<file path="src/rtl/core/xxhash64_stream_hasher_macros.svh">
// Assertion macros shared by the hasher's RTL.
`ifndef XXHASH64_STREAM_HASHER_MACROS_SVH
`define XXHASH64_STREAM_HASHER_MACROS_SVH

// Same-cycle implication, sampled on clk, off during reset.
`define XXH_ASSERT_NOW(lbl, ante, cons, msg) \
    lbl: assert property (@(posedge clk) disable iff (!rst_n) (ante) |-> (cons)) else $error(msg);

// Next-cycle implication, sampled on clk, off during reset.
`define XXH_ASSERT_NEXT(lbl, ante, cons, msg) \
    lbl: assert property (@(posedge clk) disable iff (!rst_n) (ante) |=> (cons)) else $error(msg);

`endif

</file>
<file path="src/rtl/core/xxh_pkg.sv">
package xxh_pkg;

    localparam logic [63:0] P1 = 64'd11400714785074694791;
    localparam logic [63:0] P2 = 64'd14029467366897019727;
    localparam logic [63:0] P3 = 64'd1609587929392839161;
    localparam logic [63:0] P4 = 64'd9650029242287828579;
    localparam logic [63:0] P5 = 64'd2870177450012600261;

    typedef enum logic [4:0] {
        S_IDLE, S_DISPATCH, S_FOLD1, S_FOLD2, S_FOLDEND, S_INIT,
        S_MG1, S_MG2, S_MG3, S_ADDLEN, S_TW1, S_TW2, S_TW3,
        S_T4A, S_T4B, S_TB1, S_TB2, S_AV1, S_AV2, S_EMIT
    } state_t;

    // Multiplier operand sources.
    typedef enum logic [3:0] {
        XS_BUF, XS_LANE, XS_LANE_ROT, XS_M_ROT31, XS_H, XS_H_ROT27,
        XS_WORD_LO, XS_H_ROT23, XS_BYTE, XS_H_ROT11, XS_AVA33, XS_AVA29
    } xsel_t;

    typedef enum logic [2:0] {
        KS_P1, KS_P2, KS_P3, KS_P5
    } ksel_t;

    // Updates of the hash accumulator; the product-based ones are applied when the product is ready.
    typedef enum logic [2:0] {
        H_NONE, H_INIT, H_XOR_M, H_M_P4, H_M_P3, H_M, H_ADD_LEN
    } hop_t;

    typedef struct packed {
        logic       in_ready;
        logic       mul_go;
        xsel_t      xsel;
        ksel_t      ksel;
        hop_t       hop;
        logic       lane_wr;
        logic       fold_end;
        logic       out_load;
        logic       clear;
        logic [2:0] idx;
    } cmd_t;

    typedef struct packed {
        logic       mul_done;
        logic       pending_fold;
        logic       is_last;
        logic       stripe_seen;
        logic [1:0] words;
        logic [3:0] cnt;
        logic       out_blocked;
        logic       in_valid;
    } sts_t;

    function automatic logic [63:0] rotl64(input logic [63:0] v, input int unsigned s);
        return (v << s) | (v >> (64 - s));
    endfunction

endpackage

</file>
<file path="src/rtl/core/xxh_stream_if.sv">
interface xxh_in_if;
    logic        valid;
    logic        ready;
    logic [63:0] data_word;
    logic [3:0]  byte_count;
    logic        is_last;

    modport source (output valid, output data_word, output byte_count, output is_last,
                    input ready);
    modport sink (input valid, input data_word, input byte_count, input is_last,
                  output ready);
endinterface

interface xxh_out_if;
    logic        valid;
    logic        ready;
    logic [63:0] hash_value;

    modport source (output valid, output hash_value, input ready);
    modport sink (input valid, input hash_value, output ready);
endinterface

</file>
<file path="src/rtl/core/xxh_mul.sv">
module xxh_mul
(
    input  logic        clk,
    input  logic        rst_n,
    input  logic        start,
    input  logic [63:0] a,
    input  logic [63:0] b,
    output logic        done,
    output logic [63:0] p
);

    // Low 64 bits of a 64x64 product from three 32x32 partial products.
    logic [1:0]  step_reg, step_next;
    logic        done_reg, done_next;
    logic [63:0] a_reg, b_reg, acc_reg, acc_next;
    logic [31:0] opa, opb;
    logic [63:0] pp;

    always_comb
    begin
        opa = a_reg[31:0];
        opb = b_reg[31:0];
        case (step_reg)
            2'd2:    opb = b_reg[63:32];
            2'd3:    opa = a_reg[63:32];
            default: ;
        endcase
        pp = opa * opb;
    end

    always_comb
    begin
        step_next = step_reg;
        done_next = 1'b0;
        acc_next  = acc_reg;
        case (step_reg)
            2'd0:
            begin
                if (start)
                begin
                    step_next = 2'd1;
                end
            end
            2'd1:
            begin
                acc_next  = pp;
                step_next = 2'd2;
            end
            2'd2:
            begin
                acc_next  = acc_reg + {pp[31:0], 32'd0};
                step_next = 2'd3;
            end
            default:
            begin
                acc_next  = acc_reg + {pp[31:0], 32'd0};
                step_next = 2'd0;
                done_next = 1'b1;
            end
        endcase
    end

    always_ff @(posedge clk or negedge rst_n)
    begin
        if (!rst_n)
        begin
            step_reg <= 2'd0;
            done_reg <= 1'b0;
        end
        else
        begin
            step_reg <= step_next;
            done_reg <= done_next;
        end
    end

    always_ff @(posedge clk)
    begin
        acc_reg <= acc_next;
        if (start && step_reg == 2'd0)
        begin
            a_reg <= a;
            b_reg <= b;
        end
    end

    assign done = done_reg;
    assign p    = acc_reg;

endmodule

</file>
<file path="src/rtl/core/xxh_datapath.sv">
module xxh_datapath
(
    input  logic          clk,
    input  logic          rst_n,
    xxh_in_if.sink        in_ch,
    xxh_out_if.source     out_ch,
    input  xxh_pkg::cmd_t cmd,
    output xxh_pkg::sts_t sts
);

    logic [63:0] lane_reg [4];
    logic [63:0] lane_next [4];
    logic [63:0] buf_reg [4];
    logic [1:0]  words_reg, words_next;
    logic [63:0] total_reg, total_next;
    logic        seen_reg, seen_next;
    logic        fold_reg, fold_next;
    logic        last_reg, last_next;
    logic [3:0]  cnt_reg, cnt_next;
    logic [63:0] word_reg;
    logic [63:0] h_reg, h_next;
    logic        oval_reg, oval_next;
    logic [63:0] hash_reg;

    logic        accept, push;
    logic [3:0]  sat_cnt;
    logic [1:0]  li;
    logic [63:0] x, k, m;
    logic        mdone;
    logic [63:0] conv;

    assign accept  = in_ch.valid && in_ch.ready;
    assign sat_cnt = (in_ch.byte_count > 4'd8) ? 4'd8 : in_ch.byte_count;
    assign push    = !in_ch.is_last || sat_cnt == 4'd8;
    assign li      = cmd.idx[1:0];

    assign conv = xxh_pkg::rotl64(lane_reg[0], 1) + xxh_pkg::rotl64(lane_reg[1], 7)
                + xxh_pkg::rotl64(lane_reg[2], 12) + xxh_pkg::rotl64(lane_reg[3], 18);

    always_comb
    begin
        case (cmd.xsel)
            xxh_pkg::XS_BUF:      x = buf_reg[li];
            xxh_pkg::XS_LANE:     x = lane_reg[li];
            xxh_pkg::XS_LANE_ROT: x = xxh_pkg::rotl64(lane_reg[li] + m, 31);
            xxh_pkg::XS_M_ROT31:  x = xxh_pkg::rotl64(m, 31);
            xxh_pkg::XS_H:        x = h_reg;
            xxh_pkg::XS_H_ROT27:  x = xxh_pkg::rotl64(h_reg, 27);
            xxh_pkg::XS_WORD_LO:  x = {32'd0, word_reg[31:0]};
            xxh_pkg::XS_H_ROT23:  x = xxh_pkg::rotl64(h_reg, 23);
            xxh_pkg::XS_BYTE:     x = {56'd0, word_reg[{cmd.idx, 3'b000} +: 8]};
            xxh_pkg::XS_H_ROT11:  x = xxh_pkg::rotl64(h_reg, 11);
            xxh_pkg::XS_AVA33:    x = h_reg ^ (h_reg >> 33);
            xxh_pkg::XS_AVA29:    x = m ^ (m >> 29);
            default:              x = h_reg;
        endcase
        case (cmd.ksel)
            xxh_pkg::KS_P1: k = xxh_pkg::P1;
            xxh_pkg::KS_P2: k = xxh_pkg::P2;
            xxh_pkg::KS_P3: k = xxh_pkg::P3;
            default:        k = xxh_pkg::P5;
        endcase
    end

    xxh_mul u_mul
    (
        .clk   (clk),
        .rst_n (rst_n),
        .start (cmd.mul_go),
        .a     (x),
        .b     (k),
        .done  (mdone),
        .p     (m)
    );

    always_comb
    begin
        lane_next  = lane_reg;
        words_next = words_reg;
        total_next = total_reg;
        seen_next  = seen_reg;
        fold_next  = fold_reg;
        last_next  = last_reg;
        cnt_next   = cnt_reg;
        h_next     = h_reg;
        oval_next  = oval_reg && !out_ch.ready;

        if (accept)
        begin
            total_next = total_reg + (in_ch.is_last ? {60'd0, sat_cnt} : 64'd8);
            last_next  = in_ch.is_last;
            cnt_next   = push ? 4'd0 : sat_cnt;
            fold_next  = push && words_reg == 2'd3;
            if (push)
            begin
                words_next = words_reg + 2'd1;
            end
        end
        if (cmd.lane_wr)
        begin
            lane_next[li] = m;
        end
        if (cmd.fold_end)
        begin
            words_next = 2'd0;
            seen_next  = 1'b1;
            fold_next  = 1'b0;
        end
        case (cmd.hop)
            xxh_pkg::H_INIT:    h_next = seen_reg ? conv : xxh_pkg::P5;
            xxh_pkg::H_XOR_M:   h_next = h_reg ^ m;
            xxh_pkg::H_M_P4:    h_next = m + xxh_pkg::P4;
            xxh_pkg::H_M_P3:    h_next = m + xxh_pkg::P3;
            xxh_pkg::H_M:       h_next = m;
            xxh_pkg::H_ADD_LEN: h_next = h_reg + total_reg;
            default:            ;
        endcase
        if (cmd.out_load)
        begin
            oval_next = 1'b1;
        end
        if (cmd.clear)
        begin
            lane_next[0] = xxh_pkg::P1 + xxh_pkg::P2;
            lane_next[1] = xxh_pkg::P2;
            lane_next[2] = 64'd0;
            lane_next[3] = 64'd0 - xxh_pkg::P1;
            words_next   = 2'd0;
            total_next   = 64'd0;
            seen_next    = 1'b0;
            fold_next    = 1'b0;
            last_next    = 1'b0;
            cnt_next     = 4'd0;
        end
    end

    always_ff @(posedge clk or negedge rst_n)
    begin
        if (!rst_n)
        begin
            lane_reg[0] <= xxh_pkg::P1 + xxh_pkg::P2;
            lane_reg[1] <= xxh_pkg::P2;
            lane_reg[2] <= 64'd0;
            lane_reg[3] <= 64'd0 - xxh_pkg::P1;
            words_reg   <= 2'd0;
            total_reg   <= 64'd0;
            seen_reg    <= 1'b0;
            fold_reg    <= 1'b0;
            last_reg    <= 1'b0;
            cnt_reg     <= 4'd0;
            oval_reg    <= 1'b0;
        end
        else
        begin
            lane_reg  <= lane_next;
            words_reg <= words_next;
            total_reg <= total_next;
            seen_reg  <= seen_next;
            fold_reg  <= fold_next;
            last_reg  <= last_next;
            cnt_reg   <= cnt_next;
            oval_reg  <= oval_next;
        end
    end

    always_ff @(posedge clk)
    begin
        h_reg <= h_next;
        if (accept)
        begin
            word_reg <= in_ch.data_word;
            if (push)
            begin
                buf_reg[words_reg] <= in_ch.data_word;
            end
        end
        if (cmd.out_load)
        begin
            hash_reg <= m ^ (m >> 32);
        end
    end

    assign in_ch.ready       = cmd.in_ready;
    assign out_ch.valid      = oval_reg;
    assign out_ch.hash_value = hash_reg;

    assign sts.mul_done     = mdone;
    assign sts.pending_fold = fold_reg;
    assign sts.is_last      = last_reg;
    assign sts.stripe_seen  = seen_reg;
    assign sts.words        = words_reg;
    assign sts.cnt          = cnt_reg;
    assign sts.out_blocked  = oval_reg && !out_ch.ready;
    assign sts.in_valid     = in_ch.valid;

endmodule

</file>
<file path="src/flat_wrapper.sv">
// flat-port wrapper written by rule: the top's interface ports become plain ports
module xxh_datapath_flat 
  (clk, rst_n, cmd, sts, in_ch_valid, in_ch_data_word, in_ch_byte_count, in_ch_is_last, in_ch_ready, out_ch_valid, out_ch_hash_value, out_ch_ready);
  xxh_in_if in_ch_i ();
  xxh_out_if out_ch_i ();
  input  logic clk;
  input  logic rst_n;
  input  xxh_pkg::cmd_t cmd;
  output xxh_pkg::sts_t sts;
  input wire logic [$bits(in_ch_i.valid)-1:0] in_ch_valid;
  input wire logic [$bits(in_ch_i.data_word)-1:0] in_ch_data_word;
  input wire logic [$bits(in_ch_i.byte_count)-1:0] in_ch_byte_count;
  input wire logic [$bits(in_ch_i.is_last)-1:0] in_ch_is_last;
  output wire logic [$bits(in_ch_i.ready)-1:0] in_ch_ready;
  output wire logic [$bits(out_ch_i.valid)-1:0] out_ch_valid;
  output wire logic [$bits(out_ch_i.hash_value)-1:0] out_ch_hash_value;
  input wire logic [$bits(out_ch_i.ready)-1:0] out_ch_ready;
  assign in_ch_i.valid = in_ch_valid;
  assign in_ch_i.data_word = in_ch_data_word;
  assign in_ch_i.byte_count = in_ch_byte_count;
  assign in_ch_i.is_last = in_ch_is_last;
  assign in_ch_ready = in_ch_i.ready;
  assign out_ch_valid = out_ch_i.valid;
  assign out_ch_hash_value = out_ch_i.hash_value;
  assign out_ch_i.ready = out_ch_ready;
  xxh_datapath u_core (.clk(clk), .rst_n(rst_n), .in_ch(in_ch_i), .out_ch(out_ch_i), .cmd(cmd), .sts(sts));
endmodule
</file>
<file path="config.mk">
export PLATFORM = sky130hd
export DESIGN_NAME = xxh_datapath_flat
export DESIGN_NICKNAME = d
export VERILOG_FILES = /design/src/rtl/core/xxhash64_stream_hasher_macros.svh /design/src/rtl/core/xxh_pkg.sv /design/src/rtl/core/xxh_stream_if.sv /design/src/rtl/core/xxh_mul.sv /design/src/rtl/core/xxh_datapath.sv /design/src/flat_wrapper.sv
export SDC_FILE = /design/constraint.sdc
export NUM_CORES = 2
export LEC_CHECK = 0
export ABC_CLOCK_PERIOD_IN_PS = 9900
export BUFFER_PORTS_ARGS = -buffer_cell sky130_fd_sc_hd__clkbuf_2
export CORE_ASPECT_RATIO = 0.9
export CORE_UTILIZATION = 50
export DETAILED_ROUTE_END_ITERATION = 8
export GPL_TIMING_DRIVEN = 0
export PLACE_DENSITY = 0.69
export SLEW_MARGIN = 20
export SYNTH_ARGS = -nofsm -noshare
export SYNTH_HDL_FRONTEND = slang
export SYNTH_SLANG_ARGS = --single-unit
</file>
<file path="constraint.sdc">
create_clock -name clk -period 9.9 [get_ports clk]
set_clock_uncertainty 0.15 [all_clocks]
set_input_delay 1.98 -clock clk [delete_from_list [all_inputs] [get_ports clk]]
set_output_delay 1.98 -clock clk [all_outputs]
set_load 0.02 [all_outputs]
</file>
# ---- After elaboration in Yosys (flattened, before gate mapping)
# Memories as Yosys holds them, arrays and structs flattened.
# Cells that the tools add are included.
dict set report classes {
  n_eq_ne 24
  bitwise_logic 14
  multipliers 1
  n_reduce_logical 19
  n_addsub 10
  mux 40
  n_lt_le_gt_ge 3
  shifts 1
}
# cell n
set ops {}
lappend ops {{case mux 64 bit (11 select lines)} 1}
lappend ops {{two-way mux 256 bit} 2}
lappend ops {{adder 64 bit} 7}
lappend ops {{two-way mux 64 bit} 6}
lappend ops {{case mux 64 bit (6 select lines)} 1}
lappend ops {{bitwise mux 256 bit} 1}
lappend ops {{case mux 64 bit (3 select lines)} 1}
lappend ops {{binary-select mux 64 bit (select 2 bit)} 1}
lappend ops {{demux 64 bit (select 2 bit)} 1}
lappend ops {{OR 64 x 31 -> 64 bit} 2}
lappend ops {{case mux 64 bit (2 select lines)} 1}
lappend ops {{adder 64 x 61 -> 64 bit (second input constant)} 1}
lappend ops {{adder 64 bit (second input constant)} 1}
lappend ops {{multiplier 32 x 32 -> 64 bit} 1}
lappend ops {{two-way mux 32 bit} 2}
lappend ops {{OR 64 x 1 -> 64 bit} 1}
lappend ops {{OR 64 x 11 -> 64 bit} 1}
lappend ops {{OR 64 x 12 -> 64 bit} 1}
lappend ops {{OR 64 x 18 -> 64 bit} 1}
lappend ops {{OR 64 x 23 -> 64 bit} 1}
lappend ops {{OR 64 x 27 -> 64 bit} 1}
lappend ops {{OR 64 x 7 -> 64 bit} 1}
lappend ops {{indexed part select 64 x 7 -> 8 bit} 1}
lappend ops {{XOR 64 x 31 -> 64 bit} 1}
lappend ops {{33 further kinds} 74}
dict set report totals {
  ram_bits 256
  elab_cells 132
  mem_count 1
  reg_bits 717
  inputBits 92
  out_inout_bits 78
}
# memory depth width read_ports rd_ports_with_merged_regs wr line
set mem_list {}
lappend mem_list {u_core.buf_reg 4 64 1 0 1 xxh_datapath.sv:13} ;# logic [63:0] buf_reg [4];

# ---- Depth between registers and ports, before layout
dict set report depth {
  ltp_word 8
  ltp_mapped 40
  mapped_depth_nobuf 38
}

# ---- Hierarchy
# Synthesis repeated with hierarchy kept, for this count alone.
dict set report unflattened {
  hier_cells 10312
  area_unflattened_um2 97771.3
}
# module n_inst area_per_inst_um2 cells_each seq_area_each_um2
set modules_own_cells {}
lappend modules_own_cells {xxh_datapath 1 56669.4 6011 21834.7}
lappend modules_own_cells {xxh_mul 1 41101.9 4301 5840.6}

# ---- Least setup slack after synthesis
# No wires, ideal clock.
dict set report synth_timing {
  kind {reg2reg}
  startpoint {register u_core.u_mul.step_reg[0]}
  endpoint {register u_core.u_mul.acc_reg[61] (netlist: u_core.u_mul.p[61]), data pin}
  synth_period_minus_slack_ns 9.663
  path_slack_ns 0.237
  setup_time_ns 0.255
  arrival_time_ns 9.258
  t_required_ns 9.495
  path_stages_with_launch 37
  n_path_buf 3
  path_cell_list {dfrtp_1 -> ha_1 -> clkbuf_1 -> buf_1 -> mux2_2 -> inv_1 -> buf_1 -> nor2_1 -> fa_1 -> fa_1 -> inv_1 -> fa_1 -> fa_1 -> inv_1 -> fa_1 -> inv_1 -> fa_1 -> inv_1 -> fa_1 -> fa_1 -> ha_1 -> a21oi_1 -> o21bai_1 -> a31o_1 -> a31oi_2 -> inv_1 -> a21oi_1 -> xnor2_1 -> ha_1 -> or2_2 -> a21oi_1 -> nor4_1 -> or3_1 -> a21oi_1 -> xor2_1 -> nor2_1 -> a31o_1}
}
dict set report synth_between {
  elab_chain_len 5
  elab_cells_between_ends 9
  cone_classes {add/sub: 1; mul: 1; eq/ne: 3; mux: 3; reduce/logical: 1}
}
# item line
set synth_lines {}
lappend synth_lines {{start, declared} xxh_mul.sv:13} ;# logic [1:0] step_reg, step_next;
lappend synth_lines {{start signal, assigned} xxh_mul.sv:72} ;# step_reg <= step_next;
lappend synth_lines {{equality test 2 bit (on tied branches)} {xxh_mul.sv:23, xxh_mul.sv:36}}
lappend synth_lines {{two-way mux 32 bit} xxh_mul.sv:23} ;# case (step_reg)
lappend synth_lines {{multiplier 32 x 32 -> 64 bit} xxh_mul.sv:28} ;# pp = opa * opb;
lappend synth_lines {{adder 64 bit} {xxh_mul.sv:51, xxh_mul.sv:56}}
lappend synth_lines {{case mux 64 bit (2 select lines) (*)} xxh_mul.sv:36} ;# case (step_reg)
lappend synth_lines {{net u_core.u_mul.acc_next[61]} xxh_mul.sv:15} ;# logic [63:0] a_reg, b_reg, acc_reg, acc_next;
lappend synth_lines {{end signal, assigned} xxh_mul.sv:79} ;# acc_reg <= acc_next;
lappend synth_lines {{end, declared} xxh_mul.sv:15}
# The timed path passes the listed nets; every way through them passes the cells marked *.
# A chain may end at the register's enable or synchronous reset.

# ---- Worst setup path after layout
dict set report layout_timing {
  startpoint {register u_core.u_mul.step_reg[0]}
  endpoint {register u_core.u_mul.acc_reg[55] (netlist: u_core.u_mul.p[55]), data pin}
}
# The elaborated chain is that of the path after synthesis.

==> metrics <==
status complete, but fails checks; violated checks DRC, setup timing; CTS H-Tree Depth 3; warnings from Yosys 0; Async S/R FF share, synth 36.12%; clk_lat worst skew 0.86 ns; final setup fails 4; Hold Path Depth 2; Syn Inst Count 9578; input/output buffers 163; Netlist cell types 110; Clk pin slew, worst setup/hold paths 0.06 ns; TritonRoute pass-1 iters 9; Root Driver clkbuf_16; gr ovfl total 0; routed via count 86813; xor and xnor fraction of the mapped netlist area 4.245%; core area 183800 µm²; post-route minimum period 10.02 ns; WP data arrival 10.30 ns; setup ws final -0.1205 ns; CP max FO 10; syn nets 11234; Site Rows 149; Reg2Reg Depth 30; hold path startpoint u_core.lane_reg[170]; number of synthesized flops with an enable pin 589; worst hold endpoint u_core.lane_reg[170]; DP Wirelength 400.3 mm; DIE AREA 187400 µm²; initial core utilization 50.51%; final worst hold slack 0.3602 ns; Final Hold Viols 0; Final Cycle Share 101.2%; R2R setup slack -0.12 ns; Synth Area in Compound Gates 14.19%; Finished Cell Area 104000 µm²; Tot GR Track Use 51.63%; placed cells 12180; Residual DRC 180; largest net degree at the start of global routing 88; crit path kind reg -> reg; Nets 11621; largest family of logic cells by synthesized area adder cells; antenna viol nets, final 0; Seq/Total Area, Yosys 28.16%; initial DRC count 16205; gpl congestion 1.173; syn_area_per_cell 9.693 µm²; first-pass GRT wire length 658.7 mm; unrepaired setup endpoints after global routing yes; worst stage delay on the critical path 0.57 ns; initial antenna violation count 63; Post-Synth Simple-Gate Area 12.84%; final std cells w/o fill 12503; post-synthesis register bit count 922; synthesized area 92840 µm²; Layout area overhead 11.98%; r2r startpoint u_core.u_mul.step_reg[0]; RR Endpoint u_core.u_mul.p[55]; CTS sink cnt 922; DR WL/cell 39.45 µm; adder-cell share of the synthesized area 29.35%; DR vias/cell 6.943; share of cells above drive strength 1 12.88%; Area after DPL 97400 µm²; crit path launch type flop; MaxCap Viol Count 0; clk buf depth 3; vias in the first global route 79826; Slew Limit Fails 0; Most common cell on crit path fa_1; CP Capture Type flop; IO Pins 170; Max Clk Rate 99.80 MHz; Worst path slowest cell fa_1; post-synthesis mux area share 4.280%; CTS tree done; total CTS buffers 98; Detailed Route WL 493.3 mm; Relative slew margins 6.373%; type of the worst min-delay path reg -> reg; Worst Tran Pin Value 1.404 ns; CP required 10.18 ns; Die W 456.2 µm; Synth Flop Type edfxtp_1; Die Y 410.8 µm
how the worst max path moves through the flow:
stage / from / to / slack [ns] / cells past startpoint
after floorplan: u_core.u_mul.step_reg[0] / u_core.u_mul.p[61] / 0.24 / 36
after global placement: u_core.u_mul.step_reg[1] / u_core.u_mul.p[60] / -3.32 / 36
after detailed placement: u_core.u_mul.step_reg[1] / u_core.u_mul.p[58] / -2.94 / 32
after CTS: u_core.u_mul.step_reg[1] / u_core.u_mul.p[60] / -0.09 / 35
after global routing: u_core.u_mul.step_reg[0] / u_core.u_mul.p[60] / -0.16 / 36
final: u_core.u_mul.step_reg[0] / u_core.u_mul.p[55] / -0.12 / 30
worst max-delay path, delay by kind of cell (launching register included):
family          cells  cell delay [ns]
buf+inv             8             1.06
flops               1             0.45
compound gates      7             1.70
fa+ha+maj          10             4.71
simple gates        3             0.76
mux                 1             0.36
xor+xnor            1             0.53
repair_timing:
action	CTS	global route
setup endpoints to repair	45	21
pin swaps	32	76
gates cloned	1	1
setup buffers	49	64
hold buffers	0	0
resized for setup	361	298
per-stage QoR:
step	worst slack [ns]	utilization (%)	setup TNS [ns]
2_1_floorplan	0.2372	-	0
3_3_place_gp	-3.317	52.60	-319.89
3_5_place_dp	-2.939	52.99	-69.67
4_1_cts	-0.08854	55.69	-0.1954
5_1_grt	-0.1607	56.51	-0.4793
6_report	-0.1205	56.56	-0.2188
cells in the mapped netlist, types with 30 or more instances:
master,instances,area [µm²]
a221oi_1,124,1086
o211ai_1,39,292.8
or3_1,31,193.9
nor2b_1,49,306.5
nand2_1,1290,4842
mux2_2,32,360.4
ha_1,541,6769
nand4_1,89,556.8
edfxtp_1,589,17690
nand2b_1,41,256.5
a21oi_1,715,3578
dfrtp_1,234,5856
a22oi_1,105,788.3
nor3_1,51,255.2
nand3_1,242,1211
and3_1,55,344.1
a31oi_1,53,331.6
dfstp_2,99,2601
mux4_2,144,3243
a21o_1,199,1494
xnor2_1,222,1944
a222oi_1,30,300.3
xor2_1,228,1997
nor2_1,682,2560
a211oi_1,34,255.2
o21ai_0,300,1501
buf_1,87,326.6
o221ai_1,30,262.8
o21a_1,50,375.4
clkbuf_1,489,1836
o21bai_1,58,435.4
and2_1,74,462.9
inv_1,1088,4084
fa_1,1023,20480
mux2i_1,37,370.4
cell type report:
type / instances / area (µm²)
fillers: 15969 / 79860
multi-input cells: 6955 / 61880
flip-flops and latches: 922 / 26150
inverters: 1100 / 4189
well taps: 2416 / 3023
plain buffers: 586 / 2962
clock buffers: 127 / 2611
repair buffers: 302 / 2410
clock inverters: 53 / 635.6
diodes: 42 / 105.1
routing by layer:
layer	share of wire [%]	track usage, %	wire length (µm)
met5	0.28	3.304	1393
met4	6.1	24.52	30300
met3	20	32.39	97970
met2	36	62.70	176100
met1	38	69.77	187500
logic make-up after synthesis:
family / after synthesis
and+or+nand+nor: 2725
adders and majority gates: 1564
DFF: 922
xor gates and xnor gates: 450
buffers and inverters: 1701
AOI/OAI and AO/OA: 2003
muxes: 213
placed cells by master (no fill, tap or decap), drive strengths merged, types with 99 or more instances in the layout:
| cell | n |
|---|---|
| edfxtp | 589 |
| buf | 269 |
| inv | 1092 |
| clkbuf | 746 |
| o21ai | 320 |
| nand3 | 242 |
| ha | 541 |
| xnor2 | 222 |
| dfstp | 99 |
| a21o | 199 |
| dfrtp | 234 |
| a21oi | 720 |
| fa | 1023 |
| a22oi | 105 |
| nand2 | 1290 |
| nor2 | 682 |
| mux4 | 144 |
| xor2 | 228 |
| a221oi | 129 |
Power is not shown: default switching activity piles up to over one toggle a cycle in this logic, so the estimate is an artifact.
