### src/rtl/core/xxhash64_stream_hasher_macros.svh
// Assertion macros shared by the hasher's RTL.
`ifndef XXHASH64_STREAM_HASHER_MACROS_SVH
`define XXHASH64_STREAM_HASHER_MACROS_SVH

// Same-cycle implication, sampled on clk, off during reset.
`define XXH_ASSERT_NOW(lbl, ante, cons, msg) \
    lbl: assert property (@(posedge clk) disable iff (!rst_n) (ante) |-> (cons)) else $error(msg);

// Next-cycle implication, sampled on clk, off during reset.
`define XXH_ASSERT_NEXT(lbl, ante, cons, msg) \
    lbl: assert property (@(posedge clk) disable iff (!rst_n) (ante) |=> (cons)) else $error(msg);

`endif

### src/rtl/core/xxh_pkg.sv
package xxh_pkg;

    localparam logic [63:0] P1 = 64'd11400714785074694791;
    localparam logic [63:0] P2 = 64'd14029467366897019727;
    localparam logic [63:0] P3 = 64'd1609587929392839161;
    localparam logic [63:0] P4 = 64'd9650029242287828579;
    localparam logic [63:0] P5 = 64'd2870177450012600261;

    typedef enum logic [4:0] {
        S_IDLE, S_DISPATCH, S_FOLD1, S_FOLD2, S_FOLDEND, S_INIT,
        S_MG1, S_MG2, S_MG3, S_ADDLEN, S_TW1, S_TW2, S_TW3,
        S_T4A, S_T4B, S_TB1, S_TB2, S_AV1, S_AV2, S_EMIT
    } state_t;

    // Multiplier operand sources.
    typedef enum logic [3:0] {
        XS_BUF, XS_LANE, XS_LANE_ROT, XS_M_ROT31, XS_H, XS_H_ROT27,
        XS_WORD_LO, XS_H_ROT23, XS_BYTE, XS_H_ROT11, XS_AVA33, XS_AVA29
    } xsel_t;

    typedef enum logic [2:0] {
        KS_P1, KS_P2, KS_P3, KS_P5
    } ksel_t;

    // Updates of the hash accumulator; the product-based ones are applied when the product is ready.
    typedef enum logic [2:0] {
        H_NONE, H_INIT, H_XOR_M, H_M_P4, H_M_P3, H_M, H_ADD_LEN
    } hop_t;

    typedef struct packed {
        logic       in_ready;
        logic       mul_go;
        xsel_t      xsel;
        ksel_t      ksel;
        hop_t       hop;
        logic       lane_wr;
        logic       fold_end;
        logic       out_load;
        logic       clear;
        logic [2:0] idx;
    } cmd_t;

    typedef struct packed {
        logic       mul_done;
        logic       pending_fold;
        logic       is_last;
        logic       stripe_seen;
        logic [1:0] words;
        logic [3:0] cnt;
        logic       out_blocked;
        logic       in_valid;
    } sts_t;

    function automatic logic [63:0] rotl64(input logic [63:0] v, input int unsigned s);
        return (v << s) | (v >> (64 - s));
    endfunction

endpackage

### src/rtl/core/xxh_ctrl.sv
module xxh_ctrl
(
    input  logic          clk,
    input  logic          rst_n,
    input  xxh_pkg::sts_t sts,
    output xxh_pkg::cmd_t cmd
);

    xxh_pkg::state_t state_reg, state_next;
    logic [2:0]      idx_reg, idx_next;
    logic            issued_reg, issued_next;
    logic            is_mul, fin;
    xxh_pkg::state_t tail_state;

    always_comb
    begin
        case (state_reg)
            xxh_pkg::S_FOLD1, xxh_pkg::S_FOLD2, xxh_pkg::S_MG1, xxh_pkg::S_MG2,
            xxh_pkg::S_MG3, xxh_pkg::S_TW1, xxh_pkg::S_TW2, xxh_pkg::S_TW3,
            xxh_pkg::S_T4A, xxh_pkg::S_T4B, xxh_pkg::S_TB1, xxh_pkg::S_TB2,
            xxh_pkg::S_AV1, xxh_pkg::S_AV2: is_mul = 1'b1;
            default:                         is_mul = 1'b0;
        endcase
    end

    // A multiply state finishes on the cycle its product arrives.
    assign fin = is_mul && issued_reg && sts.mul_done;

    always_comb
    begin
        if (sts.cnt >= 4'd4)
        begin
            tail_state = xxh_pkg::S_T4A;
        end
        else if (sts.cnt != 4'd0)
        begin
            tail_state = xxh_pkg::S_TB1;
        end
        else
        begin
            tail_state = xxh_pkg::S_AV1;
        end
    end

    // Next state
    always_comb
    begin
        state_next  = state_reg;
        idx_next    = idx_reg;
        issued_next = is_mul && !fin;
        case (state_reg)
            xxh_pkg::S_IDLE:
            begin
                idx_next = 3'd0;
                // Ready is high in idle, so a valid input is accepted this cycle.
                if (sts.in_valid)
                begin
                    state_next = xxh_pkg::S_DISPATCH;
                end
            end
            xxh_pkg::S_DISPATCH:
            begin
                idx_next = 3'd0;
                if (sts.pending_fold)
                begin
                    state_next = xxh_pkg::S_FOLD1;
                end
                else if (sts.is_last)
                begin
                    state_next = xxh_pkg::S_INIT;
                end
                else
                begin
                    state_next = xxh_pkg::S_IDLE;
                end
            end
            xxh_pkg::S_FOLD1:
            begin
                if (fin)
                begin
                    state_next = xxh_pkg::S_FOLD2;
                end
            end
            xxh_pkg::S_FOLD2:
            begin
                if (fin)
                begin
                    idx_next   = idx_reg + 3'd1;
                    state_next = (idx_reg == 3'd3) ? xxh_pkg::S_FOLDEND : xxh_pkg::S_FOLD1;
                end
            end
            xxh_pkg::S_FOLDEND:
            begin
                idx_next   = 3'd0;
                state_next = sts.is_last ? xxh_pkg::S_INIT : xxh_pkg::S_IDLE;
            end
            xxh_pkg::S_INIT:
            begin
                idx_next   = 3'd0;
                state_next = sts.stripe_seen ? xxh_pkg::S_MG1 : xxh_pkg::S_ADDLEN;
            end
            xxh_pkg::S_MG1:
            begin
                if (fin)
                begin
                    state_next = xxh_pkg::S_MG2;
                end
            end
            xxh_pkg::S_MG2:
            begin
                if (fin)
                begin
                    state_next = xxh_pkg::S_MG3;
                end
            end
            xxh_pkg::S_MG3:
            begin
                if (fin)
                begin
                    idx_next   = idx_reg + 3'd1;
                    state_next = (idx_reg == 3'd3) ? xxh_pkg::S_ADDLEN : xxh_pkg::S_MG1;
                end
            end
            xxh_pkg::S_ADDLEN:
            begin
                idx_next   = 3'd0;
                state_next = (sts.words != 2'd0) ? xxh_pkg::S_TW1 : tail_state;
            end
            xxh_pkg::S_TW1:
            begin
                if (fin)
                begin
                    state_next = xxh_pkg::S_TW2;
                end
            end
            xxh_pkg::S_TW2:
            begin
                if (fin)
                begin
                    state_next = xxh_pkg::S_TW3;
                end
            end
            xxh_pkg::S_TW3:
            begin
                if (fin)
                begin
                    if (idx_reg[1:0] + 2'd1 == sts.words)
                    begin
                        idx_next   = 3'd0;
                        state_next = tail_state;
                    end
                    else
                    begin
                        idx_next   = idx_reg + 3'd1;
                        state_next = xxh_pkg::S_TW1;
                    end
                end
            end
            xxh_pkg::S_T4A:
            begin
                if (fin)
                begin
                    state_next = xxh_pkg::S_T4B;
                end
            end
            xxh_pkg::S_T4B:
            begin
                if (fin)
                begin
                    idx_next   = 3'd4;
                    state_next = (sts.cnt > 4'd4) ? xxh_pkg::S_TB1 : xxh_pkg::S_AV1;
                end
            end
            xxh_pkg::S_TB1:
            begin
                if (fin)
                begin
                    state_next = xxh_pkg::S_TB2;
                end
            end
            xxh_pkg::S_TB2:
            begin
                if (fin)
                begin
                    idx_next   = idx_reg + 3'd1;
                    state_next = ({1'b0, idx_reg} + 4'd1 == sts.cnt) ? xxh_pkg::S_AV1
                                                                     : xxh_pkg::S_TB1;
                end
            end
            xxh_pkg::S_AV1:
            begin
                if (fin)
                begin
                    state_next = xxh_pkg::S_AV2;
                end
            end
            xxh_pkg::S_AV2:
            begin
                if (fin)
                begin
                    state_next = xxh_pkg::S_EMIT;
                end
            end
            xxh_pkg::S_EMIT:
            begin
                if (!sts.out_blocked)
                begin
                    state_next = xxh_pkg::S_IDLE;
                end
            end
            default:
            begin
                state_next = xxh_pkg::S_IDLE;
            end
        endcase
    end

    // Outputs
    always_comb
    begin
        cmd          = '0;
        cmd.xsel     = xxh_pkg::XS_H;
        cmd.ksel     = xxh_pkg::KS_P1;
        cmd.hop      = xxh_pkg::H_NONE;
        cmd.idx      = idx_reg;
        cmd.mul_go   = is_mul && !issued_reg;
        case (state_reg)
            xxh_pkg::S_IDLE:
            begin
                cmd.in_ready = 1'b1;
            end
            xxh_pkg::S_FOLD1:
            begin
                cmd.xsel = xxh_pkg::XS_BUF;
                cmd.ksel = xxh_pkg::KS_P2;
            end
            xxh_pkg::S_FOLD2:
            begin
                cmd.xsel    = xxh_pkg::XS_LANE_ROT;
                cmd.lane_wr = fin;
            end
            xxh_pkg::S_FOLDEND:
            begin
                cmd.fold_end = 1'b1;
            end
            xxh_pkg::S_INIT:
            begin
                cmd.hop = xxh_pkg::H_INIT;
            end
            xxh_pkg::S_MG1:
            begin
                cmd.xsel = xxh_pkg::XS_LANE;
                cmd.ksel = xxh_pkg::KS_P2;
            end
            xxh_pkg::S_MG2:
            begin
                cmd.xsel = xxh_pkg::XS_M_ROT31;
                cmd.hop  = fin ? xxh_pkg::H_XOR_M : xxh_pkg::H_NONE;
            end
            xxh_pkg::S_MG3:
            begin
                cmd.xsel = xxh_pkg::XS_H;
                cmd.hop  = fin ? xxh_pkg::H_M_P4 : xxh_pkg::H_NONE;
            end
            xxh_pkg::S_ADDLEN:
            begin
                cmd.hop = xxh_pkg::H_ADD_LEN;
            end
            xxh_pkg::S_TW1:
            begin
                cmd.xsel = xxh_pkg::XS_BUF;
                cmd.ksel = xxh_pkg::KS_P2;
            end
            xxh_pkg::S_TW2:
            begin
                cmd.xsel = xxh_pkg::XS_M_ROT31;
                cmd.hop  = fin ? xxh_pkg::H_XOR_M : xxh_pkg::H_NONE;
            end
            xxh_pkg::S_TW3:
            begin
                cmd.xsel = xxh_pkg::XS_H_ROT27;
                cmd.hop  = fin ? xxh_pkg::H_M_P4 : xxh_pkg::H_NONE;
            end
            xxh_pkg::S_T4A:
            begin
                cmd.xsel = xxh_pkg::XS_WORD_LO;
                cmd.hop  = fin ? xxh_pkg::H_XOR_M : xxh_pkg::H_NONE;
            end
            xxh_pkg::S_T4B:
            begin
                cmd.xsel = xxh_pkg::XS_H_ROT23;
                cmd.ksel = xxh_pkg::KS_P2;
                cmd.hop  = fin ? xxh_pkg::H_M_P3 : xxh_pkg::H_NONE;
            end
            xxh_pkg::S_TB1:
            begin
                cmd.xsel = xxh_pkg::XS_BYTE;
                cmd.ksel = xxh_pkg::KS_P5;
                cmd.hop  = fin ? xxh_pkg::H_XOR_M : xxh_pkg::H_NONE;
            end
            xxh_pkg::S_TB2:
            begin
                cmd.xsel = xxh_pkg::XS_H_ROT11;
                cmd.hop  = fin ? xxh_pkg::H_M : xxh_pkg::H_NONE;
            end
            xxh_pkg::S_AV1:
            begin
                cmd.xsel = xxh_pkg::XS_AVA33;
                cmd.ksel = xxh_pkg::KS_P2;
            end
            xxh_pkg::S_AV2:
            begin
                cmd.xsel = xxh_pkg::XS_AVA29;
                cmd.ksel = xxh_pkg::KS_P3;
            end
            xxh_pkg::S_EMIT:
            begin
                cmd.out_load = !sts.out_blocked;
                cmd.clear    = !sts.out_blocked;
            end
            default: ;
        endcase
    end

    always_ff @(posedge clk or negedge rst_n)
    begin
        if (!rst_n)
        begin
            state_reg  <= xxh_pkg::S_IDLE;
            idx_reg    <= 3'd0;
            issued_reg <= 1'b0;
        end
        else
        begin
            state_reg  <= state_next;
            idx_reg    <= idx_next;
            issued_reg <= issued_next;
        end
    end

endmodule

### config.mk
export PLATFORM = sky130hd
export DESIGN_NAME = xxh_ctrl
export DESIGN_NICKNAME = d
export VERILOG_FILES = /design/src/rtl/core/xxhash64_stream_hasher_macros.svh /design/src/rtl/core/xxh_pkg.sv /design/src/rtl/core/xxh_ctrl.sv
export SDC_FILE = /design/constraint.sdc
export NUM_CORES = 1
export LEC_CHECK = 0
export BUFFER_PORTS_ARGS = -buffer_cell sky130_fd_sc_hd__buf_4
export CAP_MARGIN = 20
export CORE_UTILIZATION = 48
export DETAILED_ROUTE_END_ITERATION = 8
export HOLD_SLACK_MARGIN = 0.1
export PLACE_DENSITY = 0.87
export SETUP_SLACK_MARGIN = 0.02
export SYNTH_ARGS = -nofsm -noshare
export SYNTH_HDL_FRONTEND = slang
export SYNTH_SLANG_ARGS = --single-unit
### constraint.sdc
create_clock -name clk -period 1.9 [get_ports clk]
set_input_delay 0.38 -clock clk [delete_from_list [all_inputs] [get_ports clk]]
set_output_delay 0.38 -clock clk [all_outputs]
set_load 0.05 [all_outputs]
==> results of run 1 <==
[metal layers]
layer  track usage [%]  GRT overflow
met5                 0             0
met4             104.8            46
met3             43.77             0
met2             105.7            58
met1             75.92             2
[cells by family after synthesis]
kind of cell / after synthesis
AO/OA/AOI/OAI: 58
adder cells (fa/ha/maj): 2
other: 1
XOR/XNOR: 5
AND/OR/NAND/NOR: 79
buffers and inverters: 23
multiplexers: 2
flip-flops: 9
[cells in the mapped netlist, drive strengths merged]
cell	number	area (µm²)
nor2	22	85.09
nand3	8	40.04
a2bb2oi	1	8.760
a311oi	1	8.760
nand3b	1	11.26
or2	4	25.03
nor3	6	30.03
clkbuf	3	12.51
a221oi	1	8.760
ha	2	25.02
o32ai	1	8.760
conb	1	3.750
o2111ai	2	17.52
a32oi	1	8.760
o31a	1	8.760
a221o	1	10.01
xor2	3	26.28
nand2	13	48.80
and4	1	8.760
a21oi	12	63.81
nor4	5	31.28
nor2b	3	18.77
o22ai	1	6.260
and2	2	12.51
a22o	6	52.55
o21ai	18	101.4
a31oi	2	12.51
a211oi	4	30.03
or3b	1	8.760
a311o	1	10.01
mux2i	2	20.02
xnor2	2	17.52
buf	13	78.82
o221ai	1	8.760
inv	7	26.28
a21boi	2	15.01
dfrtp	9	225.2
o21a	1	7.510
nand2b	11	68.82
nor4b	2	17.52
a2111oi	1	8.760
[through the flow]
step	hold slack [ns]	setup slack (ns)	utilization, %
after CTS	0.4513	-0.2855	89.04
after detailed placement	0.2113	-0.2187	75.43
after floorplan	0.08441	-0.3919	-
after global placement	0.2034	-0.1003	75.43
[what timing repair did]
action / 4_1_cts
buffers inserted: 16
endpoints found under the setup margin: 22
hold endpoints to repair: 9
resized for setup: 51
hold buffers: 1
pin swaps: 8
gates cloned: 0
==> results.md, run 1 <==
- Status: stopped before the end
- Fail Step: 5_1_grt
- Halt Reason: [ERROR GRT-0232] Routing congestion too high. Check the congestion heatmap in the GUI.
- Syn Std Cell Area: approximately 1200 µm²
- Sequential area share after synthesis: between 10% and 20%
- Die extent in y: 52.80 µm
- Number of CTS-inserted buffers: 3
- Total number of clock tree sinks: 9
- Initial standard-cell utilization of the core: around half
- Per-instance average area after synthesis: between 6 and 7 µm²
- Final global-route overflow total: ~110
- Count of different cell masters after synthesis: approximately 50
- Multiplexer area fraction after synthesis: 1.616%
- Compound-Gate Fraction of Synth Area: about a third
- Placed insts: about 260
- Syn Nets: 195
- Total I/O pin count: 33
- Dominant combinational cell family by area after synthesis: simple AND/OR/NAND/NOR gates
- Gr usage total: 79.78%
- CTS max path bufs: 2
- Number of register bits inferred by synthesis: 9
- Site Rows: 18
- Worst ep type: primary output
- Root buffer cell: clkbuf_4
- Maximum number of pins on one net before global-route repair: 12
- Half-perimeter wire length after placement: around 3.6 mm
- Xor/xnor share of the synthesized area: between 3 and 4%
- Instance area after placement: 1852 µm²
- DIE WIDTH: between 50 and 60 µm
- Critical endpoint after global-route timing repair: cmd[9]
- Syn Inst Count: between 150 and 200
- Yosys Warn Count: 0
- Post-synthesis simple-gate area fraction: about a third
- Count of input and output buffers: 31
- Fraction of the mapped netlist area in adder cells: ~2%
- Routability congestion estimate from global placement: about 0.95
- Deepest level of the CTS H-tree: 1
==> inputs of run 2 (changes only) <==
CORE_AREA = 2 2 63 65   (was not set)
CORE_UTILIZATION = not set   (was 48)
DIE_AREA = 0 0 65 67   (was not set)
HOLD_SLACK_MARGIN = not set   (was 0.1)
PLACE_DENSITY = not set   (was 0.87)
PLACE_DENSITY_LB_ADDON = 0.15   (was not set)
SETUP_SLACK_MARGIN = not set   (was 0.02)
clock period = 2.45 ns   (was 1.9 ns; I/O delays follow)
==> run 2 against run 1 <==
Against the previous run: the run now ends clean; synthesized cell count unchanged; area after synthesis unchanged.
==> results.md, run 2 <==
- Worst-Margin Slew: approximately 0.55 ns
- Worst hold path class: input port to asynchronous set/reset pin
- Placed insts: 253 (-4.2%)
- Clk_skew: 0.002444 ns
- Antenna diode count: 0
- Clock-pin slew of the registers on the worst-case setup and hold paths: 0.05 ns
- Sort of element at the start of the critical path: flip-flop
- Unrepaired setup endpoints after global routing: false
- Status: complete, no violations
- DIE WIDTH: 65 µm (+23%)
- Flip-flop count of the largest register, all copies and words added: 5
- Yosys Warn Count: 0 (unchanged)
- Total I/O pin count: 33 (unchanged)
- Highest clock frequency the design can meet: roughly 0.43 GHz
- Largest cells by area after synthesis: dfrtp_1 (18%), o21ai_0 (6.9%), nor2_1 (6.4%), nand2b_1 (5.6%), a21oi_1 (4.4%)
- Maximum number of pins on one net before global-route repair: 22
- Library cell with the largest summed area after synthesis: dfrtp_1
- Half-perimeter wire length after placement: 3.115 mm (-13%)
- Most common cell after layout, fill and taps aside: buf_4
- Critical Setup Path Class: flip-flop to output pin
- Overall power: approximately 0.0020 W
- Async SR Flop Fraction: 100.0% (unchanged)
- Reported leakage power: approximately 0.66 nW
- Final global-route overflow total: 0
- Reg2reg path depth: 8
- Filler cells: around 380
- Launching point of the worst reg2reg path: idx_reg[1]
- Number of enable flip-flop cells after synthesis: 0 (unchanged)
- Internal power summed over all cells: ~0.00085 W
- Fraction of the cycle the final worst path needs: a little over nine tenths
- Vias in the first global route: ~1400
- Highest-count cells in the layout ignoring fill and taps: buf_4 (42), nor2_1 (20), o21ai_0 (15)
- Total wire length: between 4 and 5 mm
- Worst Path Required: between 1.5 and 2 ns
- Syn Inst Count: 179 (unchanged)
- Hold Fails Final Rpt: 0
- Worst Setup End Kind: output pin
- Core box area: around 3600 µm²
- Sequential Power Share: around 15%
- Power per unit of standard cell area: around 1200 nW/µm²
- TritonCTS clock tree: yes
- Root buffer cell: clkbuf_8
- Routability congestion estimate from global placement: 0.9444 (-0.45%)
- NumNets Final: 227
- Initial antenna violation count: 0
- Number of search-and-repair iterations in the first detailed-routing pass: 4
- Most frequent cells after synthesis: nor2_1 (21), o21ai_0 (17), nand2_1 (13), a21oi_1 (11), nand2b_1 (11)
- Highest ir drop seen on vdd: 0.0004629 V
- Critical register-to-register path endpoint: state_reg[2]
- Critical-path maximum fanout: 9
- Count of input and output buffers: 31 (unchanged)
- Gr usage total: 19.40%
- Time the worst path needs with I/O delays and setup: approximately 2.3 ns
- Site Rows: 22 (+4)
- Average wire per standard cell: about 16 µm
- Fraction of power consumed by the clock network: under 10%
- Overall die area: between 4000 and 5000 µm²
- Count of pins over their slew limit: 0
- Violation count after the first detailed-routing iteration: 90
- Register-to-register path setup slack: 0.21 ns
- Layout cells sized above 1: between 20 and 30%
- CTS max path bufs: 2 (unchanged)
- Combinational group share of total power: 76.4%
- Per-instance average area after synthesis: 6.920 µm² (unchanged)
- Total number of clock tree sinks: 9 (unchanged)
- Syn Nets: 195 (unchanged)
- Net Switching: 0.001130 W
- Growth of design area from synthesis to finish: 29.39%
- Number of vias after detailed routing: roughly 1500
- Deepest level of the CTS H-tree: 1 (unchanged)
- Post-DR vias/cell: about 5.6
- Drc violations: 0
- Clock Latency Late Sink: around 0.23 ns
- Routed Antenna Nets: 0
- Area fraction of the dominant cell type after synthesis: 18.18% (unchanged)
- Non-Filler Instances: around 260
- Most used standard cell by instance count after synthesis: nor2_1
- Initial standard-cell utilization of the core: 34.35% (-16 points)
- Top FF cell, synth: dfrtp_1
- Arrival time of data at the critical path endpoint: roughly 1.9 ns
- Fraction of power spent switching nets: approximately 57%
- Die extent in y: 67 µm (+27%)
- Syn Std Cell Area: 1239 µm² (unchanged)
- Setup violators final: 0
- Count of different cell masters after synthesis: 49 (unchanged)
- Max cap viols: 0
- Number of register bits inferred by synthesis: 9 (unchanged)
- Worst slew slack as a fraction of its limit: ~63%
- Sequential area share after synthesis: 18.18% (unchanged)
- Wire length of the first global-routing pass: 6.610 mm
- Number of CTS-inserted buffers: 3 (unchanged)
run 2: cell counts after synthesis:
No cell type changed its count.
run 2: power groups by stage:
stage               clock network (W)  logic [W]  registers, W
finish                       0.000171    0.00151      0.000296
global placement                    0    0.00148      0.000292
global route                 0.000186    0.00163      0.000307
CTS                          0.000177    0.00149      0.000289
floorplan                           0    0.00111      0.000248
detailed placement                  0    0.00148      0.000291
run 2: critical path, stage by stage, from the launching register on:
cell	delay, ns
dfrtp_2	0.46
or2_0	0.27
a221o_1	0.38
nor2_2	0.13
o21ai_0	0.10
nand2b_1	0.11
buf_6	0.16
run 2: timing repair:
action                                  in CTS  in global routing
endpoints found under the setup margin       0                  3
resized for setup                            0                  5
setup buffers                                0                  1
hold buffers                                 0                  0
run 2: routing by layer:
layer	vias up	global-route usage, %	share of wire [%]
met1	684	24.92	44
met5	-	0	0
li1	707	-	-
met4	0	4.521	1.0
met3	4	3.547	7.1
met2	61	33.51	48
run 2: worst max-delay path by stage:
| stage | start | endpoint |
|---|---|---|
| after global routing | idx_reg[1] | state_reg[2] |
| final | state_reg[2] | cmd[9] |
| after floorplan | state_reg[3] | cmd[4] |
| after CTS | state_reg[2] | cmd[9] |
| after detailed placement | idx_reg[1] | state_reg[2] |
| after global placement | idx_reg[1] | state_reg[2] |
run 2: logic make-up (layout without fill, tap and decap cells):
group,Yosys count,in the layout,share of synthesized area (%)
simple gates,79,79,32.83
compound gates,58,58,32.02
buf+inv,23,54,9.495
flops,9,9,18.18
xor+xnor,5,5,3.536
fa+ha+maj,2,2,2.020
mux,2,2,1.616
other cells,1,1,0.3027
run 2: area by class of cell:
type | instances | area (µm²) | share of cell area (%)
multi-input combinational | 147 | 917.1 | 57.22
tap | 48 | 60.06 | 3.747
sequential | 9 | 226.5 | 14.13
clock buffer | 3 | 41.29 | 2.576
clock inverter | 1 | 5.005 | 0.3123
timing repair buffer | 43 | 326.6 | 20.37
inverter | 7 | 26.28 | 1.639
run 2: metrics by stage:
step / utilization [%] / setup TNS, ns / cell area, µm² / hold WS (ns) / worst slack [ns]
6_report: 44.45 / 0 / 1603 / 0.06942 / 0.1137
5_1_grt: 44.45 / 0 / 1603 / 0.06790 / 0.02371
4_1_cts: 43.82 / 0 / 1580 / 0.06611 / 0.03580
3_5_place_dp: 42.54 / 0 / 1534 / 0.3195 / 0.1632
3_3_place_gp: 42.54 / 0 / 1534 / 0.3176 / 0.1984
2_1_floorplan: - / -0.06523 / 1250 / 0.1944 / -0.05889
Note: power is estimated with default switching activity, not from simulation.
==> inputs of run 3 (changes only) <==
clock period = 2.7 ns   (was 2.45 ns; I/O delays follow)
==> run 3 against run 2 <==
Against the previous run: clock skew about the same; first-iteration DRC count increased by 6.7%; core utilization decreased by 0.76 points; critical endpoint unchanged; cell area is 1.7% lower; largest cell class unchanged.
==> results.md, run 3 (same netlist as run 2, synthesis figures left out) <==
- Violation count after the first detailed-routing iteration: 96 (+6.7%)
- Count of pins over their slew limit: 0 (unchanged)
- Cell-by-cell trace of the critical path: or2_0, a221o_1, nor2_4, o21ai_0, nand2b_1, buf_4
- Core box area: 3606 µm² (unchanged)
- Average wire per standard cell: 15.42 µm (-0.69%)
- Setup violators final: 0 (unchanged)
- Unrepaired setup endpoints after global routing: false
- Half-perimeter wire length after placement: 3.198 mm (+2.6%)
- Post-DR vias/cell: 5.569 (-1.3%)
- Growth of design area from synthesis to finish: 27.17%
- Total I/O pin count: 33 (unchanged)
- WL met2: 1.968 mm (+2.6%)
- Placed insts: 251 (-0.79%)
- Routed Antenna Nets: 0 (unchanged)
- Vias in the first global route: 1346 (-1.8%)
- Initial antenna violation count: 0 (unchanged)
- Number of buffers added to fix hold violations after cts: 0 (unchanged)
- Critical Setup Path Class: flip-flop to output pin
- Number of search-and-repair iterations in the first detailed-routing pass: 4 (unchanged)
- Worst hold path class: input port to asynchronous set/reset pin
- Highest-count cells in the layout ignoring fill and taps: buf_4 (40), nor2_1 (21), o21ai_0 (17)
- Non-Filler Instances: 255 (-1.2%)
- Sort of element at the start of the critical path: flip-flop
- DIE WIDTH: 65 µm (unchanged)
- Worst slew slack as a fraction of its limit: 65.38% (+2.2 points)
- Buffer and inverter count on the worst path: 1 (unchanged)
- Root buffer cell: clkbuf_8
- Hold Fails Final Rpt: 0 (unchanged)
- Flip-flop count of the largest register, all copies and words added: 5 (unchanged)
- Critical-path maximum fanout: 14 (+5)
- Time the worst path needs with I/O delays and setup: 2.506 ns
- Number of CTS-inserted buffers: 3 (unchanged)
- Minimum setup slack after placement: 0.3630 ns (+0.1998 ns)
- Initial standard-cell utilization of the core: 34.35% (unchanged)
- Status: complete, no violations
- Count of input and output buffers: 31 (unchanged)
- Final global-route overflow total: 0 (unchanged)
- Kind of cell with the highest combined delay on the critical path: compound AO/OA/AOI/OAI gates
- Worst-Margin Slew: 0.5154 ns (-0.03468 ns)
- Routed wl met3: 206 µm (-28%)
- Highest clock frequency the design can meet: 0.3991 GHz
- Number of vias after detailed routing: 1420 (-2.5%)
- CTS max path bufs: 2 (unchanged)
- Gr usage total: 19.21% (-0.19 points)
- Launching point of the worst reg2reg path: idx_reg[0]
- Layout cells sized above 1: 27.05% (-1.0 points)
- Reported leakage power: 0.6343 nW (-3.8%)
- NumNets Final: 224 (-1.3%)
- Deepest level of the CTS H-tree: 1 (unchanged)
- Clock-pin slew of the registers on the worst-case setup and hold paths: 0.05 ns (about the same)
- Power per unit of standard cell area: 1118 nW/µm² (-9.4%)
- Max layer used: met4
- CP max-delay cell: dfrtp_2
- Site Rows: 22 (unchanged)
- Clock Latency Late Sink: 0.23 ns (about the same)
- Arrival time of data at the critical path endpoint: 1.97 ns (+0.12 ns)
- Most common cell after layout, fill and taps aside: buf_4
- Overall die area: 4355 µm² (unchanged)
- Clk_skew: 0.002337 ns (-0.0001072 ns)
- Drc violations: 0 (unchanged)
- Total wire length: 3.931 mm (-1.8%)
- Maximum number of pins on one net before global-route repair: 17 (-23%)
- CP peak stage delay: 0.49 ns (+0.03 ns)
- TritonCTS clock tree: yes
- Routability congestion estimate from global placement: 0.8718 (-7.7%)
- Fraction of the cycle the final worst path needs: about 93%
- Post-CTS setup buffers: 0 (unchanged)
- Wire length of the first global-routing pass: 6.520 mm (-1.4%)
- Max cap viols: 0 (unchanged)
- Worst Path Required: 2.16 ns (+0.20 ns)
- Total number of clock tree sinks: 9 (unchanged)
- Die extent in y: 67 µm (unchanged)
- Final worst slack: 0.1942 ns (+0.08048 ns)
- Antenna diode count: 0 (unchanged)
- Launching instance or port of the critical path: state_reg[3]
- Highest ir drop seen on vdd: 0.0004834 V (+4.4%)
- Worst Setup End Kind: output pin
- DRT met1 WL: 1.737 mm (-1.1%)
- Setup total negative slack: 0 ns (unchanged)
run 3: cell count changes in the layout (fill, tap and decap cells not counted):
cell,delta
nor2_1,+1
dfrtp_1,-3
nor2_4,+1
or3b_1,+1
dfrtp_2,+3
a211oi_1,+1
a211oi_2,-1
nor2_2,-2
or3b_4,-1
buf_6,-1
o21ai_0,+2
o21ai_1,-2
buf_4,-2
run 3: final cells by class:
type | instances | area, µm²
multi-input cells | 147 | 912.1
clock buffers | 3 | 41.29
fillers | 399 | 2031
inverters | 7 | 26.28
repair buffers | 40 | 300.3
clock inverters | 1 | 5.005
well taps | 48 | 60.06
flip-flops and latches | 9 | 230.2
run 3: what timing repair did:
| item | in CTS | in global routing |
|---|---|---|
| setup endpoints to repair | 0 | 1 |
| hold endpoints to repair | 0 | 0 |
| gates resized for setup | 0 | 5 |
run 3: power by group:
group          leakage, nW  internal [W]  switching, W
logic                0.496      0.000468      0.000846
registers            0.113      0.000182      0.000110
clock network       0.0255      0.000101     0.0000543
total                0.634      0.000751       0.00101
run 3: per-stage QoR:
| stage | total power [W] | utilization [%] | cell area [µm²] | hold WS [ns] |
|---|---|---|---|---|
| detailed placement | 0.001590 | 42.12 | 1519 | 0.3719 |
| CTS | 0.001750 | 43.41 | 1565 | 0.1229 |
| global placement | 0.001587 | 42.12 | 1519 | 0.3692 |
| finish | 0.001761 | 43.68 | 1575 | 0.1250 |
| global route | 0.001894 | 43.68 | 1575 | 0.1233 |
| floorplan | 0.001231 | - | 1250 | 0.2444 |
run 3: routing by layer:
layer  track usage [%]  vias up
met5                 0        -
met2             34.66       43
met4             3.723        0
met3             2.027        2
li1                  -      709
met1             24.70      666
run 3: path summary, 6_finish.rpt:
| kind | endpoint | slack [ns] | depth (start not counted) |
|---|---|---|---|
| max | cmd[9] | 0.19 | 6 |
| min | idx_reg[1] | 0.13 | 1 |
| max reg2reg | state_reg[2] | 0.39 | 8 |
| min reg2reg | idx_reg[1] | 0.61 | 2 |
| max in group asynchronous | state_reg[2] | 2.42 | 1 |
| min in group clk | idx_reg[1] | 0.61 | 2 |
run 3: worst reg2reg max path: cells and delay by family, from the launching register on:
kind | cells | cell delay, ns
AOI/OAI and AO/OA | 5 | 1.05
adders and majority gates | 2 | 0.54
DFF | 1 | 0.46
xor gates and xnor gates | 1 | 0.15
==> inputs of run 4 (changes only) <==
clock period = 2.75 ns   (was 2.7 ns; I/O delays follow)
==> run 4 against run 3 <==
Against the previous run: final cell count did not move; die area unchanged; cell area fell by 0.56%; sequential power decreased by 3%; critical path depth rose by 1; setup slack worse by 0.044 ns; via count hardly changed; critical path type unchanged; largest power group unchanged; highest routed layer unchanged.
==> results.md, run 4 (same netlist as run 2, synthesis figures left out) <==
- Status: complete, no violations
- Hold Fails Final Rpt: 0 (unchanged)
- Total number of clock tree sinks: 9 (unchanged)
- Arrival time of data at the critical path endpoint: 2.05 ns (+0.08 ns)
- Worst Path Required: 2.20 ns (+0.04 ns)
- Fraction of the cycle the final worst path needs: between 90% and 100%
- Initial standard-cell utilization of the core: 34.35% (unchanged)
- Total wire length: 3.858 mm (-1.9%)
- Register area: 226.5 µm² (-1.6%)
- Average wire per standard cell: 15.13 µm (-1.9%)
- Wire length of the first global-routing pass: 6.444 mm (-1.2%)
- Met3 layer usage reported by global route: 2.872% (+0.84 points)
- Placed insts: 251 (unchanged)
- Kind of cell with the highest combined delay on the critical path: flip-flops
- Number of CTS-inserted buffers: 3 (unchanged)
- Number of search-and-repair iterations in the first detailed-routing pass: 4 (unchanged)
- Filler cells: 364 (-8.8%)
- Die extent in y: 67 µm (unchanged)
- Number of vias after detailed routing: 1419 (-0.070%)
- Worst slew slack as a fraction of its limit: 66.25% (+0.87 points)
- Gr usage total: 19.28% (+0.070 points)
- Buffer and inverter count on the worst path: 2 (+1)
- Met1 usage in global routing: 25.03% (+0.33 points)
- Routed Antenna Nets: 0 (unchanged)
- Critical Setup Path Class: flip-flop to output pin
- Half-perimeter wire length after placement: 3.114 mm (-2.6%)
- Total I/O pin count: 33 (unchanged)
- Post-DR vias/cell: 5.565 (about the same)
- CP most frequent cell: buf_4
- Cell-by-cell trace of the critical path: buf_4, nor3_1, a221o_1, nor2_2, o21ai_0, nand2b_1, buf_4
- GR Layer Usage met2: 32.35% (-2.3 points)
- Clock Latency Late Sink: 0.23 ns (about the same)
- Deepest level of the CTS H-tree: 1 (unchanged)
- Critical-path maximum fanout: 15 (+1)
- NumNets Final: 224 (unchanged)
- Vias in the first global route: 1330 (-1.2%)
- Time the worst path needs with I/O delays and setup: ~2.6 ns
- Worst-Margin Slew: 0.5024 ns (-0.01296 ns)
- Most common cell after layout, fill and taps aside: buf_4
- Reported leakage power: 0.6379 nW (+0.57%)
- Worst Setup End Kind: output pin
- Setup total negative slack: 0 ns (unchanged)
- Initial antenna violation count: 0 (unchanged)
- Max cap viols: 0 (unchanged)
- Antenna diode count: 0 (unchanged)
- Layout cells sized above 1: 25.60% (-1.4 points)
- Setup violators final: 0 (unchanged)
- Area of combinational cells with multiple inputs: 907.1 µm² (-0.55%)
- Site Rows: 22 (unchanged)
- Core box area: 3606 µm² (unchanged)
- Highest clock frequency the design can meet: ~0.38 GHz
- Root buffer cell: clkbuf_8
- Drc violations: 0 (unchanged)
- Routability congestion estimate from global placement: 0.8753 (+0.40%)
- Overall die area: 4355 µm² (unchanged)
- CP peak stage delay: 0.54 ns (+0.05 ns)
- CTS max path bufs: 2 (unchanged)
- Growth of design area from synthesis to finish: 26.46%
- CP max-delay cell: dfrtp_1
- Flip-flop count of the largest register, all copies and words added: 5 (unchanged)
- GR peak layer: met2
- Highest ir drop seen on vdd: 0.0003122 V (-35%)
- Unrepaired setup endpoints after global routing: false
- Sort of element at the start of the critical path: flip-flop
- TritonCTS clock tree: yes
- Count of input and output buffers: 31 (unchanged)
- Clock-pin slew of the registers on the worst-case setup and hold paths: 0.05 ns (about the same)
- Post-CTS setup buffers: 0 (unchanged)
- Non-Filler Instances: 255 (unchanged)
- Count of pins over their slew limit: 0 (unchanged)
- Worst hold path class: input port to asynchronous set/reset pin
- Maximum number of pins on one net before global-route repair: 17 (unchanged)
- DIE WIDTH: 65 µm (unchanged)
- Highest-count cells in the layout ignoring fill and taps: buf_4 (40), nor2_1 (21), o21ai_0 (17)
- Clk_skew: 0.005132 ns (+0.002794 ns)
- Final global-route overflow total: 0 (unchanged)
- Violation count after the first detailed-routing iteration: 108 (+13%)
- Register-to-register path setup slack: 0.42 ns (+0.03 ns)
- Power per unit of standard cell area: 1096 nW/µm² (-2.0%)
run 4: stage by stage:
| step | hold WS (ns) | power (W) | worst slack [ns] | instance area (µm²) | utilization [%] |
|---|---|---|---|---|---|
| final | 0.1281 | 0.001716 | 0.1499 | 1567 | 43.44 |
| after global routing | 0.1259 | 0.001845 | 0.0002782 | 1567 | 43.44 |
| after CTS | 0.1295 | 0.001716 | 0.1449 | 1565 | 43.41 |
| after detailed placement | 0.3785 | 0.001559 | 0.4177 | 1519 | 42.12 |
| after global placement | 0.3799 | 0.001557 | 0.4161 | 1519 | 42.12 |
| after floorplan | 0.2544 | 0.001208 | 0.05676 | 1250 | - |
run 4: where the power goes:
| group | leakage, nW | internal (W) | total (W) | switching [W] |
|---|---|---|---|---|
| clock | 0.0255 | 0.0000987 | 0.000151 | 0.0000521 |
| combinational | 0.496 | 0.000458 | 0.00128 | 0.000825 |
| sequential | 0.117 | 0.000176 | 0.000282 | 0.000107 |
run 4: routing by layer:
layer / share of wire (%) / wire length (µm)
met5: 0 / 0
met4: 1.6 / 61
met3: 5.7 / 221
met2: 47 / 1825
met1: 45 / 1749
run 4: layout make-up:
cell class,instances,area share [%]
multi-input combinational,147,57.91
tap,48,3.834
inverter,7,1.677
timing repair buffer,40,19.17
clock buffer,3,2.636
sequential,9,14.46
clock inverter,1,0.3195
run 4: timing repair:
action	in CTS	in global routing
gates resized for setup	0	1
endpoints found under the setup margin	0	1
hold buffers	0	0
run 4: path summary, 6_finish.rpt:
path / from / to / cells past startpoint
setup / recovery: state_reg[4] / cmd[9] / 7
hold / removal: rst_n / idx_reg[2] / 1
setup reg to reg: idx_reg[0] / state_reg[2] / 8
hold reg to reg: idx_reg[1] / idx_reg[1] / 2
max in group asynchronous: rst_n / state_reg[3] / 1
min in group clk: idx_reg[1] / idx_reg[1] / 2
